==> config.mk <==
export PLATFORM = sky130hd
export DESIGN_NAME = midi_track_event_encoder_unit
export DESIGN_NICKNAME = d
export VERILOG_FILES = /design/src/mte_pkg.sv /design/src/midi_track_event_encoder_unit.sv /design/src/mte_front.sv /design/src/mte_queue.sv /design/src/mte_back.sv
export SDC_FILE = /design/constraint.sdc
export NUM_CORES = 1
export LEC_CHECK = 0
export ABC_AREA = 1
export CAP_MARGIN = 20
export CELL_PAD_IN_SITES_DETAIL_PLACEMENT = 0
export CELL_PAD_IN_SITES_GLOBAL_PLACEMENT = 1
export CORE_MARGIN = 4
export CORE_UTILIZATION = 39
export DETAILED_ROUTE_END_ITERATION = 7
export DONT_BUFFER_PORTS = 1
export HOLD_SLACK_MARGIN = 0.12
export PLACE_DENSITY = 0.62
export RECOVER_POWER = 25
export SYNTH_ARGS = -nofsm -noshare
export SYNTH_HDL_FRONTEND = slang
export SYNTH_HIERARCHICAL = 1
export SYNTH_SLANG_ARGS = --single-unit
==> constraint.sdc <==
create_clock -name i_clk -period 5.71 [get_ports i_clk]
set_input_delay 1.142 -clock i_clk [delete_from_list [all_inputs] [get_ports i_clk]]
set_output_delay 1.142 -clock i_clk [all_outputs]
set_load 0.02 [all_outputs]
==> src/mte_pkg.sv <==
// Shared types, op codes and helpers for the MIDI track event encoder.
package mte_pkg;

    localparam logic [2:0] OP_NOTE_ON   = 3'd0;
    localparam logic [2:0] OP_NOTE_OFF  = 3'd1;
    localparam logic [2:0] OP_CTRL      = 3'd2;
    localparam logic [2:0] OP_PROGRAM   = 3'd3;
    localparam logic [2:0] OP_TIME_SIG  = 3'd4;
    localparam logic [2:0] OP_KEY_SIG   = 3'd5;
    localparam logic [2:0] OP_END_TRACK = 3'd6;

    localparam logic [7:0] ST_NOTE_ON   = 8'h90;
    localparam logic [7:0] ST_NOTE_OFF  = 8'h80;
    localparam logic [7:0] ST_CTRL      = 8'hB0;
    localparam logic [7:0] ST_PROGRAM   = 8'hC0;
    localparam logic [7:0] ST_META      = 8'hFF;
    localparam logic [7:0] META_TS      = 8'h58;
    localparam logic [7:0] META_KS      = 8'h59;
    localparam logic [7:0] META_EOT     = 8'h2F;
    localparam logic [7:0] TS_LEN       = 8'h04;
    localparam logic [7:0] KS_LEN       = 8'h02;
    localparam logic [7:0] TS_CLOCKS    = 8'h18;
    localparam logic [7:0] TS_32NDS     = 8'h08;

    localparam logic [27:0] VLQ_LIM3 = 28'h01F_FFFF;
    localparam logic [27:0] VLQ_LIM2 = 28'h000_3FFF;
    localparam logic [27:0] VLQ_LIM1 = 28'h000_007F;

    // event descriptor queue
    localparam int Q_DEPTH = 4;
    localparam int Q_AW    = 2;

    typedef struct packed {
        logic [2:0]  op;
        logic [4:0]  trk;
        logic [27:0] delta;
        logic [7:0]  status;   // first event byte: channel status or FF
        logic [7:0]  d1;
        logic [7:0]  d2;       // already forced/converted by the front end
    } t_evt;

    function automatic logic [7:0] floor_log2(input logic [7:0] d);
        logic [7:0] p;
        p = 8'd0;
        for (int i = 1; i < 8; i++) begin
            if (d[i]) p = 8'(i);
        end
        return p;
    endfunction

endpackage

==> src/midi_track_event_encoder_unit.sv <==
// Top level of the MIDI track event encoder.
//
//  channel  | dir | handshake          | payload
//  ---------+-----+--------------------+---------------------------------------
//  event in | in  | push / full        | i_op i_tick i_channel i_data_first/second
//  bytes out| out | empty / pop        | o_out_byte o_out_track o_last_byte
//
// One output byte per cycle from the serializer while pop keeps up; an event is
// 3 to 11 bytes (delta VLQ of 1 to 4 bytes plus 2 to 7 event bytes). The front end
// takes one request per cycle while the 4-entry descriptor queue has room.
// Synchronous reset clears the track in-use flags, the queue and the serializer.
// A stalled pop holds the output byte and stalls the serializer; the queue then
// fills, and full rises once it holds four requests.
module midi_track_event_encoder_unit #(
    parameter int TRACK_COUNT = 17
) (
    input  logic        i_clk,
    input  logic        i_rst_n,
    input  logic        push,
    output logic        full,
    input  logic [2:0]  i_op,
    input  logic [31:0] i_tick,
    input  logic [4:0]  i_channel,
    input  logic [7:0]  i_data_first,
    input  logic [7:0]  i_data_second,
    output logic        empty,
    input  logic        pop,
    output logic [7:0]  o_out_byte,
    output logic [4:0]  o_out_track,
    output logic        o_last_byte
);
    import mte_pkg::*;

    logic q_push, q_full, q_valid, q_pop;
    t_evt q_in_evt, q_out_evt;

    mte_front #(
        .TRACK_COUNT(TRACK_COUNT)
    ) u_front (
        .i_clk        (i_clk),
        .i_rst_n      (i_rst_n),
        .push         (push),
        .full         (full),
        .i_op         (i_op),
        .i_tick       (i_tick),
        .i_channel    (i_channel),
        .i_data_first (i_data_first),
        .i_data_second(i_data_second),
        .i_q_full     (q_full),
        .o_q_push     (q_push),
        .o_q_evt      (q_in_evt)
    );

    mte_queue u_queue (
        .i_clk  (i_clk),
        .i_rst_n(i_rst_n),
        .i_push (q_push),
        .i_evt  (q_in_evt),
        .o_full (q_full),
        .i_pop  (q_pop),
        .o_valid(q_valid),
        .o_evt  (q_out_evt)
    );

    mte_back u_back (
        .i_clk      (i_clk),
        .i_rst_n    (i_rst_n),
        .i_q_valid  (q_valid),
        .i_q_evt    (q_out_evt),
        .o_q_pop    (q_pop),
        .empty      (empty),
        .pop        (pop),
        .o_out_byte (o_out_byte),
        .o_out_track(o_out_track),
        .o_last_byte(o_last_byte)
    );

endmodule

==> src/mte_front.sv <==
// Front end: validates and classifies events, keeps per-track last tick.
module mte_front #(
    parameter int TRACK_COUNT = 17
) (
    input  logic            i_clk,
    input  logic            i_rst_n,
    input  logic            push,
    output logic            full,
    input  logic [2:0]      i_op,
    input  logic [31:0]     i_tick,
    input  logic [4:0]      i_channel,
    input  logic [7:0]      i_data_first,
    input  logic [7:0]      i_data_second,
    input  logic            i_q_full,
    output logic            o_q_push,
    output mte_pkg::t_evt   o_q_evt
);
    import mte_pkg::*;

    localparam int         TW      = $clog2(TRACK_COUNT);
    localparam logic [4:0] TRK_LIM = 5'(TRACK_COUNT);

    logic [TRACK_COUNT-1:0] r_used;
    logic [31:0]            r_last_tick [TRACK_COUNT];

    logic          w_accept;
    logic          w_ch_ok;
    logic          w_is_chan;
    logic          w_is_meta;
    logic          w_is_eot;
    logic          w_valid;
    logic          w_wr;
    logic [4:0]    w_trk;
    logic [TW-1:0] w_idx;
    logic [31:0]   w_last;
    logic [31:0]   w_delta;

    assign full     = i_q_full;
    assign w_accept = push && !i_q_full;

    assign w_ch_ok   = i_channel < TRK_LIM;
    assign w_is_chan = i_op == OP_NOTE_ON || i_op == OP_NOTE_OFF ||
                       i_op == OP_CTRL || i_op == OP_PROGRAM;
    assign w_is_meta = i_op == OP_TIME_SIG || i_op == OP_KEY_SIG;
    assign w_is_eot  = i_op == OP_END_TRACK;

    assign w_trk  = w_is_meta ? 5'd0 : i_channel;
    assign w_idx  = w_trk[TW-1:0];
    // an unused entry reads as tick zero
    assign w_last = r_used[w_idx] ? r_last_tick[w_idx] : 32'd0;
    assign w_delta = i_tick - w_last;

    always_comb begin
        w_valid = 1'b0;
        if (w_is_chan) w_valid = w_ch_ok && (i_channel != 5'd0);
        else if (w_is_meta) w_valid = 1'b1;
        else if (w_is_eot) w_valid = w_ch_ok && r_used[w_idx];
    end

    assign w_wr     = w_accept && w_valid && !w_is_eot;
    assign o_q_push = w_accept && w_valid;

    always_comb begin
        o_q_evt.op     = i_op;
        o_q_evt.trk    = w_trk;
        o_q_evt.delta  = w_is_eot ? 28'd0 : w_delta[27:0];
        o_q_evt.d1     = i_data_first;
        o_q_evt.d2     = i_data_second;
        o_q_evt.status = ST_META;
        case (i_op)
            OP_NOTE_ON:  o_q_evt.status = ST_NOTE_ON | {4'd0, 4'(w_trk - 5'd1)};
            OP_NOTE_OFF: begin
                o_q_evt.status = ST_NOTE_OFF | {4'd0, 4'(w_trk - 5'd1)};
                o_q_evt.d2     = 8'd0;
            end
            OP_CTRL:     o_q_evt.status = ST_CTRL | {4'd0, 4'(w_trk - 5'd1)};
            OP_PROGRAM:  o_q_evt.status = ST_PROGRAM | {4'd0, 4'(w_trk - 5'd1)};
            OP_TIME_SIG: o_q_evt.d2 = floor_log2(i_data_second);
            default:     o_q_evt.status = ST_META;
        endcase
    end

    always_ff @(posedge i_clk) begin
        if (!i_rst_n) begin
            r_used <= '0;
        end else if (w_wr) begin
            r_used[w_idx] <= 1'b1;
        end
    end

    always_ff @(posedge i_clk) begin
        if (w_wr) begin
            r_last_tick[w_idx] <= i_tick;
        end
    end

    a_used_after_write: assert property (@(posedge i_clk) disable iff (!i_rst_n)
        w_wr |=> r_used[$past(w_idx)])
        else $error("track not marked in use after event");

    a_eot_needs_used: assert property (@(posedge i_clk) disable iff (!i_rst_n)
        (o_q_push && w_is_eot) |-> r_used[w_idx])
        else $error("end of track queued for unused track");

endmodule

==> src/mte_queue.sv <==
// Short descriptor queue between front end and serializer.
module mte_queue (
    input  logic            i_clk,
    input  logic            i_rst_n,
    input  logic            i_push,
    input  mte_pkg::t_evt   i_evt,
    output logic            o_full,
    input  logic            i_pop,
    output logic            o_valid,
    output mte_pkg::t_evt   o_evt
);
    import mte_pkg::*;

    t_evt            r_mem [Q_DEPTH];
    logic [Q_AW-1:0] r_wr_ptr, n_wr_ptr;
    logic [Q_AW-1:0] r_rd_ptr, n_rd_ptr;
    logic [Q_AW:0]   r_count,  n_count;

    logic w_push, w_pop;

    assign o_full  = r_count == (Q_AW+1)'(Q_DEPTH);
    assign o_valid = r_count != '0;
    assign o_evt   = r_mem[r_rd_ptr];

    assign w_push = i_push && !o_full;
    assign w_pop  = i_pop && o_valid;

    always_comb begin
        n_wr_ptr = w_push ? r_wr_ptr + 1'b1 : r_wr_ptr;
        n_rd_ptr = w_pop  ? r_rd_ptr + 1'b1 : r_rd_ptr;
        n_count  = r_count;
        if (w_push && !w_pop) n_count = r_count + 1'b1;
        else if (!w_push && w_pop) n_count = r_count - 1'b1;
    end

    always_ff @(posedge i_clk) begin
        if (!i_rst_n) begin
            r_wr_ptr <= '0;
            r_rd_ptr <= '0;
            r_count  <= '0;
        end else begin
            r_wr_ptr <= n_wr_ptr;
            r_rd_ptr <= n_rd_ptr;
            r_count  <= n_count;
        end
    end

    always_ff @(posedge i_clk) begin
        if (w_push) r_mem[r_wr_ptr] <= i_evt;
    end

    a_no_overflow: assert property (@(posedge i_clk) disable iff (!i_rst_n)
        i_push |-> !o_full)
        else $error("request pushed into full queue");

    a_count_ptrs: assert property (@(posedge i_clk) disable iff (!i_rst_n)
        (r_count != (Q_AW+1)'(Q_DEPTH)) |-> (Q_AW'(r_count) == Q_AW'(r_wr_ptr - r_rd_ptr)))
        else $error("queue count out of step with pointers");

endmodule

==> src/mte_back.sv <==
// Serializer: turns one descriptor into delta VLQ bytes and event bytes.
module mte_back (
    input  logic            i_clk,
    input  logic            i_rst_n,
    input  logic            i_q_valid,
    input  mte_pkg::t_evt   i_q_evt,
    output logic            o_q_pop,
    output logic            empty,
    input  logic            pop,
    output logic [7:0]      o_out_byte,
    output logic [4:0]      o_out_track,
    output logic            o_last_byte
);
    import mte_pkg::*;

    logic       r_busy;
    t_evt       r_evt;
    logic [2:0] r_nv;
    logic [3:0] r_total;
    logic [3:0] r_idx;
    logic       r_out_valid;
    logic [7:0] r_out_byte;
    logic [4:0] r_out_track;
    logic       r_out_last;

    logic       w_can_out, w_fire, w_fin;
    logic [2:0] w_ld_nv;
    logic [3:0] w_ld_body;
    logic [3:0] w_body_idx;
    logic [1:0] w_grp;
    logic [7:0] w_byte;

    assign w_can_out = !r_out_valid || pop;
    assign w_fire    = r_busy && w_can_out;
    assign w_fin     = w_fire && (r_idx == r_total - 4'd1);
    assign o_q_pop   = i_q_valid && (!r_busy || w_fin);

    // sizes of the incoming descriptor
    always_comb begin
        if (i_q_evt.delta > VLQ_LIM3)      w_ld_nv = 3'd4;
        else if (i_q_evt.delta > VLQ_LIM2) w_ld_nv = 3'd3;
        else if (i_q_evt.delta > VLQ_LIM1) w_ld_nv = 3'd2;
        else                               w_ld_nv = 3'd1;
        case (i_q_evt.op)
            OP_PROGRAM:  w_ld_body = 4'd2;
            OP_TIME_SIG: w_ld_body = 4'd7;
            OP_KEY_SIG:  w_ld_body = 4'd5;
            default:     w_ld_body = 4'd3;
        endcase
    end

    // current byte: VLQ groups high first, then the event body
    always_comb begin
        w_grp      = 2'(r_nv - 3'd1 - r_idx[2:0]);
        w_body_idx = r_idx - {1'b0, r_nv};
        w_byte     = 8'd0;
        if (r_idx < {1'b0, r_nv}) begin
            case (w_grp)
                2'd3:    w_byte = {1'b1, r_evt.delta[27:21]};
                2'd2:    w_byte = {1'b1, r_evt.delta[20:14]};
                2'd1:    w_byte = {1'b1, r_evt.delta[13:7]};
                default: w_byte = {1'b0, r_evt.delta[6:0]};
            endcase
        end else if (w_body_idx == 4'd0) begin
            w_byte = r_evt.status;
        end else begin
            case (r_evt.op)
                OP_TIME_SIG: begin
                    case (w_body_idx)
                        4'd1:    w_byte = META_TS;
                        4'd2:    w_byte = TS_LEN;
                        4'd3:    w_byte = r_evt.d1;
                        4'd4:    w_byte = r_evt.d2;
                        4'd5:    w_byte = TS_CLOCKS;
                        default: w_byte = TS_32NDS;
                    endcase
                end
                OP_KEY_SIG: begin
                    case (w_body_idx)
                        4'd1:    w_byte = META_KS;
                        4'd2:    w_byte = KS_LEN;
                        4'd3:    w_byte = r_evt.d1;
                        default: w_byte = r_evt.d2;
                    endcase
                end
                OP_END_TRACK: w_byte = (w_body_idx == 4'd1) ? META_EOT : 8'd0;
                default:      w_byte = (w_body_idx == 4'd1) ? r_evt.d1 : r_evt.d2;
            endcase
        end
    end

    always_ff @(posedge i_clk) begin
        if (!i_rst_n) begin
            r_busy      <= 1'b0;
            r_idx       <= 4'd0;
            r_out_valid <= 1'b0;
        end else begin
            if (o_q_pop) begin
                r_busy <= 1'b1;
                r_idx  <= 4'd0;
            end else if (w_fin) begin
                r_busy <= 1'b0;
            end else if (w_fire) begin
                r_idx <= r_idx + 4'd1;
            end
            if (w_fire) r_out_valid <= 1'b1;
            else if (pop) r_out_valid <= 1'b0;
        end
    end

    always_ff @(posedge i_clk) begin
        if (o_q_pop) begin
            r_evt   <= i_q_evt;
            r_nv    <= w_ld_nv;
            r_total <= {1'b0, w_ld_nv} + w_ld_body;
        end
        if (w_fire) begin
            r_out_byte  <= w_byte;
            r_out_track <= r_evt.trk;
            r_out_last  <= w_fin;
        end
    end

    assign empty       = !r_out_valid;
    assign o_out_byte  = r_out_byte;
    assign o_out_track = r_out_track;
    assign o_last_byte = r_out_last;

    a_idx_range: assert property (@(posedge i_clk) disable iff (!i_rst_n)
        r_busy |-> (r_idx < r_total && r_total <= 4'd11))
        else $error("byte index past end of event");

    a_load_when_free: assert property (@(posedge i_clk) disable iff (!i_rst_n)
        o_q_pop |-> (!r_busy || w_fin))
        else $error("descriptor loaded while serializer busy");

endmodule

# [Word-level counts from Yosys, hierarchy flattened]
# Memory sizes are Yosys's and may differ from the RTL's. A register that Yosys moved wholly into a read port is not among the register bits.
# Cells that the tools add are included.
[op_classes] magnitude_cmp=7 addsub=12 n_reduce_logical=34 bitwise=3 n_eq_ne=22 mux=43
[ops] operator="$pmux 8 s3" count=3
[ops] operator="$mux 28" count=2
[ops] operator="$pmux 8 s5" count=1
[ops] operator="$gt 28x14->1 const B" count=1
[ops] operator="$gt 28x21->1 const B" count=1
[ops] operator="$gt 28x7->1 const B" count=1
[ops] operator="$pmux 7 s4" count=1
[ops] operator="$sub 28x28->28" count=1
[ops] operator="$eq 3x3->1 const B" count=9
[ops] operator="$mux 3" count=8
[ops] operator="$mux 8" count=3
[ops] operator="$or 17x17->17" count=1
[ops] operator="$pmux 8 s2" count=1
[ops] operator="$mux 1" count=14
[ops] operator="$logic_and 1x1->1" count=13
[ops] operator="$mux 2" count=5
[ops] operator="$eq 3x2->1 const B" count=3
[ops] operator="$pmux 3 s3" count=1
[ops] operator="$eq 4x2->1 const B" count=2
[ops] operator="$eq 4x3->1 const B" count=2
[ops] operator="$sub 4x1->4 const B" count=2
[ops] operator="$logic_not 1->1" count=6
[ops] operator="$logic_or 1x1->1" count=6
[ops] operator="$lt 5x6->1 const B" count=1
[ops] operator="28 further kinds" count=33
[totals] wordCells=141 input_bits=60 output_inout_bits=16 register_bits=111 n_memories=2 ramBits=780
[mem_list] name="u_front.r_last_tick" depth=17 word_bits=32 rd=1 rd_clocked_by_memory_dff=0 write_ports=1 line="mte_front.sv:24" source="logic [31:0] r_last_tick [TRACK_COUNT];"
[mem_list] name="u_queue.r_mem" depth=4 word_bits=59 rd=1 rd_clocked_by_memory_dff=1 write_ports=1 line="mte_queue.sv:14" source="t_evt r_mem [Q_DEPTH];"

# [Longest topological paths before layout]
# Gate-level depths: netlist of run 1.
[logic_depth] word_depth=15 mapped_depth=28 ltp_nobuf=26

# [Hierarchy]
# Netlist of run 1, hierarchy kept.
[modules_own_cells] mod="mte_front" seq_area_each_um2=14634.0 area_per_inst_um2=20383.3 n_inst=1 cells_per_inst=1496
[modules_own_cells] mod="mte_queue" seq_area_each_um2=7387.1 area_per_inst_um2=9547.9 n_inst=1 cells_per_inst=649
[modules_own_cells] mod="mte_back" seq_area_each_um2=2552.4 area_per_inst_um2=4224.1 n_inst=1 cells_per_inst=427

# [Worst setup path after synthesis of run 1]
# Ideal clock, no wire load.
[synth_path] path_kind="input to register" start="input port i_channel[0]" end="memory u_queue/r_mem[0][0] in the netlist's numbering (enable)" path_buffers=2 path_stages=10 slack_ns=-0.066 required_time_ns=5.232 setup_ns=0.478 arrival_time_ns=5.298 path_cell_list="buf_4 -> nor2_1 -> nand3_1 -> nand2_1 -> a21oi_1 -> nor3b_4 -> buf_2 -> a21boi_0 -> nand2_1 -> nor2_1"
[synth_via] elab_chain_cells=11 elab_cells_between_ends=14 cone_classes="order compare: 1; mux: 8; reduce/logical: 5"
[synth_rtl] element="start, declared" line="midi_track_event_encoder_unit.sv:23" source="input logic [4:0] i_channel,"
[synth_rtl] element="$mux 5" line="mte_front.sv:47" source="assign w_trk = w_is_meta ? 5'd0 : i_channel;"
[synth_rtl] element="$bmux 1 s5" line="mte_front.sv:57" source="else if (w_is_eot) w_valid = w_ch_ok && r_used[w_idx];"
[synth_rtl] element="$mux 1 (implied by the code)" line="mte_front.sv:57"
[synth_rtl] element="$logic_and 1x1->1" line="mte_front.sv:57"
[synth_rtl] element="$mux 1" line="mte_front.sv:57"
[synth_rtl] element="$mux 1" line="mte_front.sv:56" source="else if (w_is_meta) w_valid = 1'b1;"
[synth_rtl] element="$mux 1 *" line="mte_front.sv:55" source="if (w_is_chan) w_valid = w_ch_ok && (i_channel != 5'd0);"
[synth_rtl] element="$logic_and 1x1->1 *" line="mte_front.sv:61" source="assign o_q_push = w_accept && w_valid;"
[synth_rtl] element="named net q_push" line="midi_track_event_encoder_unit.sv:34" source="logic q_push, q_full, q_valid, q_pop;"
[synth_rtl] element="$logic_and 1x1->1 *" line="mte_queue.sv:25" source="assign w_push = i_push && !o_full;"
[synth_rtl] element="$mux 1 *" line="mte_queue.sv:49" source="if (w_push) r_mem[r_wr_ptr] <= i_evt;"
[synth_rtl] element="$mux 1 (implied by the code) *" line="mte_queue.sv:49"
[synth_rtl] element="end, declared" line="mte_queue.sv:14"
# The timed path passes the listed nets; every way through them passes the cells marked *. The select of a mux whose other input is x is not followed.

==> summary.txt, run 1 <==
Die
  • Die area: 92400 um2
  • Die X: 304 um
  • Io pins: 76
  • Starting density of the core: between 30 and 40%
  • Core Box Area: slightly below 90000 um2
  • Row cnt: between 100 and 150
  • Die H: between 300 and 400 um

Setup path
  • CP Capture Type: flop
  • Critical path class: in2reg
  • WP data arrival: about 5.3 ns
  • CP startpoint kind: primary input
  • Critical path peak fanout: 18
  • Worst Path Required: 6.16 ns

CTS
  • CTS tree: done
  • Sink Count: 829
  • Worst-path clk slew: around 0.06 ns
  • Post-CTS setup buffer count: 0
  • H-Tree Depth: 3
  • Clock root buffer: clkbuf_16
  • Max Root-Sink Buffers: 3
  • Inserted Clock Buffers: slightly above 90
  • Skew-Pair Late Insertion Delay: approximately 0.65 ns
  • Cts hold-fix bufs: 0
  • Post-cts sizing count: 0

Logic synthesis
  • Syn avg cell area: ~13 um2
  • Cell count after synthesis: approximately 2600
  • Sequential-to-total area share from yosys stat: 71.9%
  • Yosys reg bits: approximately 830
  • Synth area leaders: edfxtp_1 70%, o22ai_1 4.3%, o21ai_0 3.2%
  • Synth top area share: 70.1%
  • Synth top cells by count: 797 x edfxtp_1, 254 x nand2_1, 233 x o22ai_1, 223 x nor2_1, 216 x o21ai_0
  • Ys async rst share: 0%
  • Number of flops mapped to enable cells by yosys: between 700 and 800
  • YS warnings: 6
  • Distinct cells, synth: slightly above 60
  • Synthesized area: 34200 um2
  • Top-count cell post-synth: edfxtp_1
  • Syn Nets: approximately 2700
  • Leading area contributor after synthesis: edfxtp_1
  • Top FF cell, synth: edfxtp_1

Detailed routing
  • Remaining DRCs: 0
  • WL/cell: approximately 23 um
  • Vias: 20800
  • Drt first pass iters: 5
  • Antenna Violating Nets Remaining: 0
  • Initial DRC Count: approximately 1600
  • Vias/cell: between 5 and 6
  • Routed wire length: around 87000 um

Finish
  • Fin cells: between 3000 and 4000
  • Nets: roughly 2700
  • Share of cells above drive strength 1: 11.8%
  • Synth-to-Final Area Change: 13.4%

Timing
  • RSZ-0062 raised after global routing: false
  • Fmax: a little over 200 MHz
  • Least-Margin Pin Slew: 0.936 ns
  • Count of final hold-check violations: 0
  • Skew final: roughly 0.031 ns
  • Final min period: around 4.8 ns
  • Hold Slack: between 0.4 and 0.5 ns
  • Relative slew slack: a little under two fifths
  • Max Slew Vio Count: 0
  • Tcrit/Tclk final: between 80% and 90%
  • Final setup violating endpoints: 0

Outcome
  • Status: finished clean

Global routing
  • Gr ovfl total: 0
  • First-pass GRT wire length: roughly 130000 um
  • Total Routing Usage GR: between 15 and 20%
  • Initial antenna violation count: 0
  • Pin count of the biggest net entering global routing: 83
  • Vias in the first global route: between 20000 and 25000

Flow run
  • Max-cap viol count: 0

Pwr
  • Max VDD drop: 0.256 mV
  • P per Cell Area: between 400 and 500 nW/um2
  • Leak: between 10 and 15 nW

Place
  • Routability cong.: 0.836
  • Placed cell count: between 3000 and 4000
  • HPWL Detailed: 53000 um
  • IO buf count: 0

Hold path
  • Hold crit path type: reg2reg
-- flip-flops by register name (all words and copies together) (netlist names), 2 cells and up, named ones only --
| register | count |
|---|---|
| u_queue/r_wr_ptr | 2 |
| u_back/r_idx | 4 |
| u_back/o_out_track | 5 |
| u_back/r_evt | 60 |
| u_back/r_total | 4 |
| u_queue/r_count | 3 |
| u_back/o_out_byte | 8 |
| u_queue/r_mem | 240 |
| u_front/r_used | 17 |
| u_front/r_last_tick | 476 |
| u_back/r_nv | 3 |
| u_queue/r_rd_ptr | 2 |
-- placed cells by master (no fill, tap or decap), types with 27 or more instances in the layout --
| cell type | instances |
|---|---|
| ha_1 | 45 |
| inv_1 | 145 |
| nand4_1 | 37 |
| o21ai_1 | 63 |
| nor2_1 | 218 |
| dfxtp_1 | 30 |
| o21ai_0 | 216 |
| a21oi_1 | 84 |
| buf_4 | 62 |
| o22ai_1 | 233 |
| nand3_1 | 85 |
| edfxtp_1 | 797 |
| clkinv_1 | 27 |
| nand2_1 | 254 |
| clkbuf_16 | 92 |
-- metal layers --
metal	part of all wire, %	track usage, %	wire, um
met4	2.7	5.85	2370
met5	0	0	0
met1	43	24.3	37500
met3	4.9	3.01	4260
met2	49	31.3	43100
-- worst max-delay path: stages --
cell and delay, ns:
inv_2 0.02, nand2_2 0.22, nand2_2 0.24, inv_2 0.18
nand2_4 0.13, inv_2 0.08, nand2_1 0.05, nand2_1 0.11
or2_1 0.25, buf_4 0.26, buf_4 0.30, nand3_1 0.13
ha_1 0.34, o21ai_0 0.11, o21ai_0 0.69, a21oi_1 0.18
nand3b_1 0.21, nand2_1 0.13, nand2_1 0.07, nand2_1 0.08
nor2_1 0.05, nor2_1 0.24
-- logic make-up (layout without fill, tap and decap cells) --
kind of cell    after synthesis  in the layout  share of synthesized area (%)
compound gates              702            702                           12.6
xor+xnor                     18             18                          0.462
fa+ha+maj                    49             49                           1.88
buf+inv                     290            407                           4.00
flops                       829            829                           71.9
other cells                   1              2                         0.0110
simple gates                683            683                           9.13
-- layout make-up --
| type | count | area [um2] |
|---|---|---|
| Antenna cell | 1 | 2.50 |
| Clock buffer | 106 | 2350 |
| Clock inverter | 63 | 697 |
| Fill cell | 7791 | 48200 |
| Inverter | 162 | 614 |
| Multi-Input combinational cell | 1453 | 8300 |
| Sequential cell | 829 | 24600 |
| Tap cell | 1155 | 1450 |
| Timing Repair Buffer | 76 | 741 |
-- stage by stage --
step	total power [mW]	worst slack [ns]	instance area (um2)	utilization (%)	setup TNS, ns
3_3_place_gp	10.4	0.277	35700	41.0	0
6_report	16.2	0.901	38700	44.6	0
4_1_cts	16.3	0.920	38700	44.6	0
2_1_floorplan	9.58	-0.0660	34200	-	-15.84
3_5_place_dp	10.4	0.241	35700	41.0	0
5_1_grt	16.9	0.585	38700	44.6	0
-- path summary, 6_finish.rpt --
path / start / to / slack [ns] / depth (start not counted)
min: u_back/r_evt[56] / u_back/o_out_track[4] / 0.42 / 0
max: i_op[1] / u_queue/r_mem[3][44] / 0.90 / 22
min reg2reg: u_back/r_evt[56] / u_back/o_out_track[4] / 0.42 / 0
max reg2reg: u_front/r_used[5] / u_queue/r_mem[3][44] / 1.59 / 20
-- where the power goes --
| part | internal (mW) | total [mW] | switching, mW |
|---|---|---|---|
| Sequential | 7.41 | 7.73 | 0.319 |
| Clock | 3.55 | 5.90 | 2.35 |
| Combinational | 0.704 | 2.53 | 1.82 |
(Power assumes the default switching activity.)
==> inputs of run 2 (changes only) <==
--- a/config.mk
+++ b/config.mk
@@ -5,7 +5,7 @@
 export SDC_FILE = /design/constraint.sdc
 export NUM_CORES = 1
 export LEC_CHECK = 0
-export ABC_AREA = 1
+export ABC_AREA = 0
 export CAP_MARGIN = 20
 export CELL_PAD_IN_SITES_DETAIL_PLACEMENT = 0
 export CELL_PAD_IN_SITES_GLOBAL_PLACEMENT = 1
@@ -14,7 +14,7 @@
 export DETAILED_ROUTE_END_ITERATION = 7
 export DONT_BUFFER_PORTS = 1
 export HOLD_SLACK_MARGIN = 0.12
-export PLACE_DENSITY = 0.62
+export PLACE_DENSITY = 0.58
 export RECOVER_POWER = 25
 export SYNTH_ARGS = -nofsm -noshare
 export SYNTH_HDL_FRONTEND = slang
==> constraint.sdc (replaced) <==
create_clock -name i_clk -period 4.7 [get_ports i_clk]
set_input_delay 0.94 -clock i_clk [delete_from_list [all_inputs] [get_ports i_clk]]
set_output_delay 0.94 -clock i_clk [all_outputs]
set_load 0.02 [all_outputs]
==> summary.txt, run 2 <==
Logic synthesis
  • Synth top cells by count: 797 x edfxtp_1, 138 x nor2_1, 116 x o22ai_1, 112 x a21oi_1, 104 x nand2_1
  • Compound-Gate Fraction of Synth Area: 8.60% (-4.0 points)
  • Synth top area share: 69.4% (-0.65 points)
  • Leading area contributor after synthesis: edfxtp_1
  • Fraction of the mapped netlist area in adder cells: 1.87% (-0.017 points)
  • Syn avg cell area: 16.1 um2 (+21%)
  • Top FF cell, synth: edfxtp_1
  • Combinational family with the most area after synthesis: multiplexers
  • Top-count cell post-synth: edfxtp_1
  • Yosys reg bits: 829 (unchanged)
  • Cell count after synthesis: 2141 (-17%)
  • YS warnings: 6 (unchanged)
  • Post-synthesis mux area share: 8.87% (+8.9 points)
  • Post-synthesis xor/xnor area fraction: 1.13% (+0.66 points)
  • Syn Nets: 2250 (-16%)
  • Distinct cells, synth: 83 (+36%)
  • Ys async rst share: 0% (unchanged)
  • Post-Synth Simple-Gate Area: 5.69% (-3.4 points)
  • Synthesized area: 34500 um2 (+0.93%)
  • Synth area leaders: edfxtp_1 69%, mux4_2 6.0%, mux2i_1 2.7%
  • Sequential-to-total area share from yosys stat: 71.3% (-0.67 points)
  • Number of flops mapped to enable cells by yosys: 797 (unchanged)

Setup path
  • End point of the critical path: u_queue/r_mem[2][51]
  • CP max-delay cell: or3_4
  • Bufs and invs on worst path: 2 (-3)
  • Delay-heaviest family, CP: compound AO/OA/AOI/OAI gates
  • Worst Path Required: 5.15 ns (-1.01 ns)
  • Worst r2r dst: u_queue/r_mem[2][51]
  • Crit-path cells: mux2_2 -> a22o_1 -> a22oi_1 -> nor2_1 -> or3_4 -> buf_12 -> nand3_1 -> ha_1 -> o21ai_0 -> nor2_1 -> o41a_1 -> a21o_1 -> o21ai_0 -> a211oi_1 -> buf_4 -> o22ai_1 -> mux2i_1
  • Max incr delay on CP: 0.42 ns (-0.27 ns)
  • WP data arrival: 4.88 ns (-0.38 ns)
  • CP Depth: 17 (-23%)
  • Crit path launch: i_channel[1]
  • CP Capture Type: flop
  • Cells on worst reg2reg path: 17 (-15%)
  • CP startpoint kind: primary input
  • Critical path peak fanout: 263 (+245)
  • R2r startpoint: u_front/r_used[7]
  • Critical path class: in2reg
  • R2R Setup Slk: 0.55 ns (-1.04 ns)

Place
  • IO buf count: 0 (unchanged)
  • Placed cell count: 3343 (-9.0%)
  • Routability cong.: 0.836 (about the same)
  • HPWL Detailed: 53100 um (+0.10%)

Finish
  • Fillers: 7639 (-2.0%)
  • Share of cells above drive strength 1: 21.2% (+9.4 points)
  • Biggest register: u_front/r_last_tick
  • Most frequent cells in the layout: 797 x edfxtp_1, 159 x buf_4, 125 x nor2_1
  • Most common library cell in the layout ignoring fill and taps: edfxtp_1
  • Multi-input logic area: 9220 um2 (+11%)
  • Synth-to-Final Area Change: 15.9%
  • Antenna diodes: 0 (-1)
  • FF+latch area: 24600 um2 (unchanged)
  • Fin cells: 3510 (-8.7%)
  • Nets: 2391 (-12%)
  • Number of flip-flops in the largest register: 476 (unchanged)
  • Largest regs: u_front/r_last_tick: 476 flops, u_queue/r_mem: 240 flops, u_back/r_evt: 60 flops

Outcome
  • Status: finished clean

Detailed routing
  • Drt first pass iters: 5 (unchanged)
  • Remaining DRCs: 0 (unchanged)
  • Vias: 19300 (-7.0%)
  • WL/cell: 24.5 um (+7.8%)
  • Antenna Violating Nets Remaining: 0 (unchanged)
  • Routed wire length: 85900 um (-1.6%)
  • Initial DRC Count: 1546 (-6.0%)
  • Vias/cell: 5.51 (+1.9%)

Timing
  • Skew final: 0.0219 ns (-0.00945 ns)
  • RSZ-0062 raised after global routing: false
  • Max Slew Vio Count: 0 (unchanged)
  • Count of final hold-check violations: 0 (unchanged)
  • Tcrit/Tclk final: 94.2%
  • Least-Margin Pin Slew: 1.31 ns (+0.369 ns)
  • Relative slew slack: 12.9% (-25 points)
  • Final min period: 4.43 ns
  • Fmax: approximately 230 MHz
  • Setup total negative slack: 0 ns (unchanged)
  • Final setup violating endpoints: 0 (unchanged)
  • Hold Slack: 0.385 ns (-0.0342 ns)

Pwr
  • Sequential power share: 47.7% (about the same)
  • Max VDD drop: 0.800 mV (+210%)
  • Net switching power: 4.88 mW (+8.6%)
  • Comb pwr share: 15.1% (-0.5 points)
  • Clk network pwr share: 37.2% (+0.7 points)
  • Int Pwr: 14.3 mW (+23%)
  • Leak: 13.2 nW (+1.4%)
  • P per Cell Area: 481 nW/um2 (+15%)
  • Switching fraction of total power: 25.4% (-2.4 points)

Global routing
  • Total Routing Usage GR: 18.2% (-0.18 points)
  • First-pass GRT wire length: 129000 um (-1.0%)
  • Pin count of the biggest net entering global routing: 264 (+220%)
  • Vias in the first global route: 19800 (-3.0%)
  • Gr ovfl total: 0 (unchanged)
  • Initial antenna violation count: 1 (+1)

CTS
  • Skew-Pair Late Insertion Delay: 0.65 ns (about the same)
  • CTS tree: done
  • Sink Count: 829 (unchanged)
  • Max Root-Sink Buffers: 3 (unchanged)
  • Cts hold-fix bufs: 0 (unchanged)
  • Inserted Clock Buffers: 92 (+1.1%)
  • H-Tree Depth: 3 (unchanged)
  • Post-CTS setup buffer count: 0 (unchanged)
  • Worst-path clk slew: 0.06 ns (about the same)
  • Clock root buffer: clkbuf_16

Die
  • Core Box Area: 87300 um2 (+0.47%)
  • Io pins: 76 (unchanged)
  • Die area: 93200 um2 (+0.91%)
  • Row cnt: 108 (unchanged)
  • Starting density of the core: 39.5% (+0.18 points)
  • Die H: 305 um (+0.45%)
  • Die X: 305 um (+0.45%)

Flow run
  • Max-cap viol count: 0 (unchanged)

Hold path
  • Hold crit path type: in2reg
-- run 2: changes by cell type in the layout (fill, tap and decap cells not counted), moves of 97 or more --
cell / previous run / this run
nand2_1: 254 / 102
o22ai_1: 233 / 116
o21ai_0: 216 / 57
inv_1: 145 / 39
buf_4: 62 / 159
-- run 2: repair_timing --
| action | 4_1_cts | 5_1_grt |
|---|---|---|
| endpoints found under the setup margin | 0 | 20 |
| hold endpoints to repair | 0 | 0 |
| resized for setup | 0 | 3 |
-- run 2: per-layer routing --
metal	part of all wire, %	track usage (%)	up-vias
li1	-	-	8753
met1	44	24.7	10000
met2	50	30.9	437
met3	4.2	2.73	115
met4	2.1	5.13	0
met5	0	0	-
-- run 2: stage by stage --
stage	worst slack [ns]	cell area (um2)	power (mW)	utilization [%]
6_report	0.271	39900	19.2	45.8
5_1_grt	0.0205	39900	20.0	45.8
4_1_cts	0.283	39900	19.5	45.7
3_5_place_dp	-0.429	36900	12.3	42.3
3_3_place_gp	-0.360	36900	12.2	42.3
2_1_floorplan	-0.0924	34500	11.4	-
-- run 2: final cells by class --
class | count | area share, %
sequential | 829 | 61.5
multi-input combinational | 1143 | 23.1
clock buffer | 113 | 6.17
timing repair buffer | 176 | 3.84
tap | 1155 | 3.62
clock inverter | 54 | 1.40
inverter | 40 | 0.376
-- run 2: cells by family after synthesis --
| group | count (synthesis) |
|---|---|
| compound gates | 452 |
| buf+inv | 169 |
| fa+ha+maj | 49 |
| other cells | 1 |
| xor+xnor | 40 |
| mux | 190 |
| flops | 829 |
| simple gates | 411 |
-- run 2: how the worst min path moves through the flow --
stage | startpoint | to | cells after the start
finish | i_op[1] | u_queue/r_mem[1][58] | 0
global route | i_data_first[6] | u_queue/r_mem[2][14] | 0
CTS | i_op[2] | u_queue/r_mem[1][59] | 0
detailed placement | u_back/r_evt[53] | u_back/o_out_track[1] | 0
global placement | u_back/r_evt[52] | u_back/o_out_track[0] | 0
floorplan | u_back/r_evt[52] | u_back/o_out_track[0] | 0
-- run 2: power by group through the flow --
stage | Clock, mW | Sequential, mW | Combinational, mW
after floorplan | 0 | 9.22 | 2.16
after global placement | 0 | 9.31 | 2.90
after detailed placement | 0 | 9.33 | 2.94
after CTS | 7.34 | 9.18 | 2.94
after global routing | 7.67 | 9.22 | 3.16
final | 7.15 | 9.17 | 2.90
==> inputs of run 3 (changes only) <==
==> constraint.sdc (replaced) <==
create_clock -name i_clk -period 4.7 [get_ports i_clk]
set_input_delay 0.47 -clock i_clk [delete_from_list [all_inputs] [get_ports i_clk]]
set_output_delay 0.47 -clock i_clk [all_outputs]
set_load 0.02 [all_outputs]
==> summary.txt, run 3 (synthesized netlist as in run 2, its figures left out) <==
Global routing
  • Gr ovfl total: 0 (unchanged)
  • Total Routing Usage GR: 18.4% (+0.18 points)
  • Vias in the first global route: 19600 (-0.96%)
  • First-pass GRT wire length: 129000 um (+0.54%)
  • Pin count of the biggest net entering global routing: 264 (unchanged)
  • Initial antenna violation count: 4 (+3)

Die
  • Row cnt: 108 (unchanged)
  • Die H: 305 um (unchanged)
  • Die X: 305 um (unchanged)
  • Core Box Area: 87300 um2 (unchanged)
  • Io pins: 76 (unchanged)
  • Die area: 93200 um2 (unchanged)
  • Starting density of the core: 39.5% (unchanged)

Timing
  • Final min period: 4.36 ns (-0.0693 ns)
  • Max Slew Vio Count: 31 (+31)
  • Fmax: 229 MHz (+1.6%)
  • Skew final: 0.0322 ns (+0.0102 ns)
  • Least-Margin Pin Slew: 1.57 ns (+0.266 ns)
  • Relative slew slack: -4.77% (-18 points)
  • Count of final hold-check violations: 0 (unchanged)
  • Tcrit/Tclk final: 92.8% (-1.5 points)
  • RSZ-0062 raised after global routing: false
  • Final setup violating endpoints: 0 (unchanged)

Place
  • Routability cong.: 0.854 (+2.1%)
  • IO buf count: 0 (unchanged)
  • HPWL Detailed: 51300 um (-3.4%)
  • Placed cell area: 36400 um2 (-1.3%)

CTS
  • Max Root-Sink Buffers: 3 (unchanged)
  • Clock root buffer: clkbuf_16
  • CTS tree: done
  • Inserted Clock Buffers: 90 (-2.2%)
  • Sink Count: 829 (unchanged)
  • H-Tree Depth: 3 (unchanged)
  • Skew-Pair Late Insertion Delay: 0.66 ns (about the same)
  • Worst-path clk slew: 0.06 ns (about the same)

Finish
  • Most frequent cells in the layout: 797 x edfxtp_1, 125 x nor2_1, 116 x o22ai_1
  • Share of cells above drive strength 1: 17.4% (-3.8 points)
  • Largest regs: u_front/r_last_tick: 476 flops, u_queue/r_mem: 240 flops, u_back/r_evt: 60 flops
  • Nets: 2372 (-0.79%)
  • Finished Cell Area: 39800 um2 (-0.26%)
  • Most common library cell in the layout ignoring fill and taps: edfxtp_1
  • Biggest register: u_front/r_last_tick
  • Synth-to-Final Area Change: 15.6%
  • Number of flip-flops in the largest register: 476 (unchanged)
  • Antenna diodes: 0 (unchanged)
  • Fillers: 7647 (+0.10%)

Detailed routing
  • Antenna Violating Nets Remaining: 0 (unchanged)
  • Initial DRC Count: 1194 (-23%)
  • Vias/cell: 5.45 (-0.99%)
  • Vias: 19000 (-1.5%)
  • Remaining DRCs: 0 (unchanged)
  • Drt first pass iters: 5 (unchanged)
  • Routed wire length: 86600 um (+0.79%)
  • WL/cell: 24.8 um (+1.3%)

Setup path
  • Worst Path Required: 5.10 ns (-0.05 ns)
  • WP data arrival: 4.76 ns (-0.12 ns)
  • CP startpoint kind: flop
  • Critical path peak fanout: 4 (-98%)
  • Critical path class: reg2reg
  • CP Capture Type: flop

Pwr
  • Leak: 13.0 nW (-1.4%)
  • P per Cell Area: 477 nW/um2 (-0.73%)
  • Total power: 19.0 mW (-0.99%)
  • Max VDD drop: 0.537 mV (-33%)

Hold path
  • Hold crit path type: in2reg

Outcome
  • Status: complete, but fails checks
  • Failing checks: capacitance limit, slew limit

Flow run
  • Max-cap viol count: 1 (+1)
==> run 3: final timing paths <==
check                     startpoint               endpoint  slack [ns]  depth (start not counted)
setup / recovery  u_front/r_used[11]   u_queue/r_mem[3][50]        0.34                         21
hold / removal      i_data_second[2]    u_queue/r_mem[2][2]        0.17                          2
setup reg to reg  u_front/r_used[11]   u_queue/r_mem[3][50]        0.34                         21
hold reg to reg     u_back/r_evt[54]  u_back/o_out_track[2]        0.42                          0
==> run 3: worst max-delay path, cell delays in order, from the launching register on <==
cell	delay (ns)
dfxtp_1	0.33
mux2i_1	0.07
a2bb2oi_1	0.18
nor2_1	0.07
o41ai_2	0.38
or3_4	0.24
nand2_1	0.06
a21oi_1	0.19
ha_1	0.24
inv_1	0.06
fa_1	0.38
a21o_1	0.18
a21oi_1	0.19
o21ai_1	0.12
a311oi_2	0.32
o31ai_1	0.14
buf_4	0.17
a221oi_1	0.24
buf_4	0.18
a21oi_1	0.08
mux2i_1	0.14
buf_4	0.15
==> run 3: routing by layer <==
layer	GRT usage (%)	share of wire, %	up-vias
li1	-	-	8718
met1	24.6	43	9733
met5	0	0.027	-
met3	2.76	4.2	148
met4	5.49	2.8	4
met2	31.4	50	439
==> run 3: stage by stage <==
step	instances	setup TNS, ns	utilization, %	setup WS (ns)	hold slack, ns
finish	3491	0	45.6	0.341	0.172
global placement	3275	-0.230	41.7	-0.0576	0.404
CTS	3491	0	45.7	0.264	0.121
floorplan	2141	0	-	0.0769	0.400
detailed placement	3275	-0.111	41.7	-0.0278	0.406
global route	3491	0	45.6	0.0202	0.138
==> run 3: cell type report <==
type                    instances  area [um2]  share of cell area (%)
flip-flops and latches        829       24600                    61.7
clock inverters                49         503                    1.26
inverters                      40         150                   0.377
repair buffers                159        1580                    3.97
clock buffers                 116        2430                    6.10
multi-input cells            1143        9160                    23.0
well taps                    1155        1450                    3.63
==> run 3: where the power goes <==
| part | internal, mW | switching (mW) | leakage [nW] | total [mW] |
|---|---|---|---|---|
| Clock | 4.06 | 2.89 | 1.43 | 6.95 |
| Sequential | 8.86 | 0.333 | 7.48 | 9.19 |
| Combinational | 1.17 | 1.72 | 4.13 | 2.89 |
==> run 3: repair_timing <==
item | CTS | global route
setup buffers | 0 | 0
gates resized for setup | 0 | 1
hold buffers | 51 | 0
endpoints found under the setup margin | 0 | 8
endpoints found under the hold margin | 600 | 0
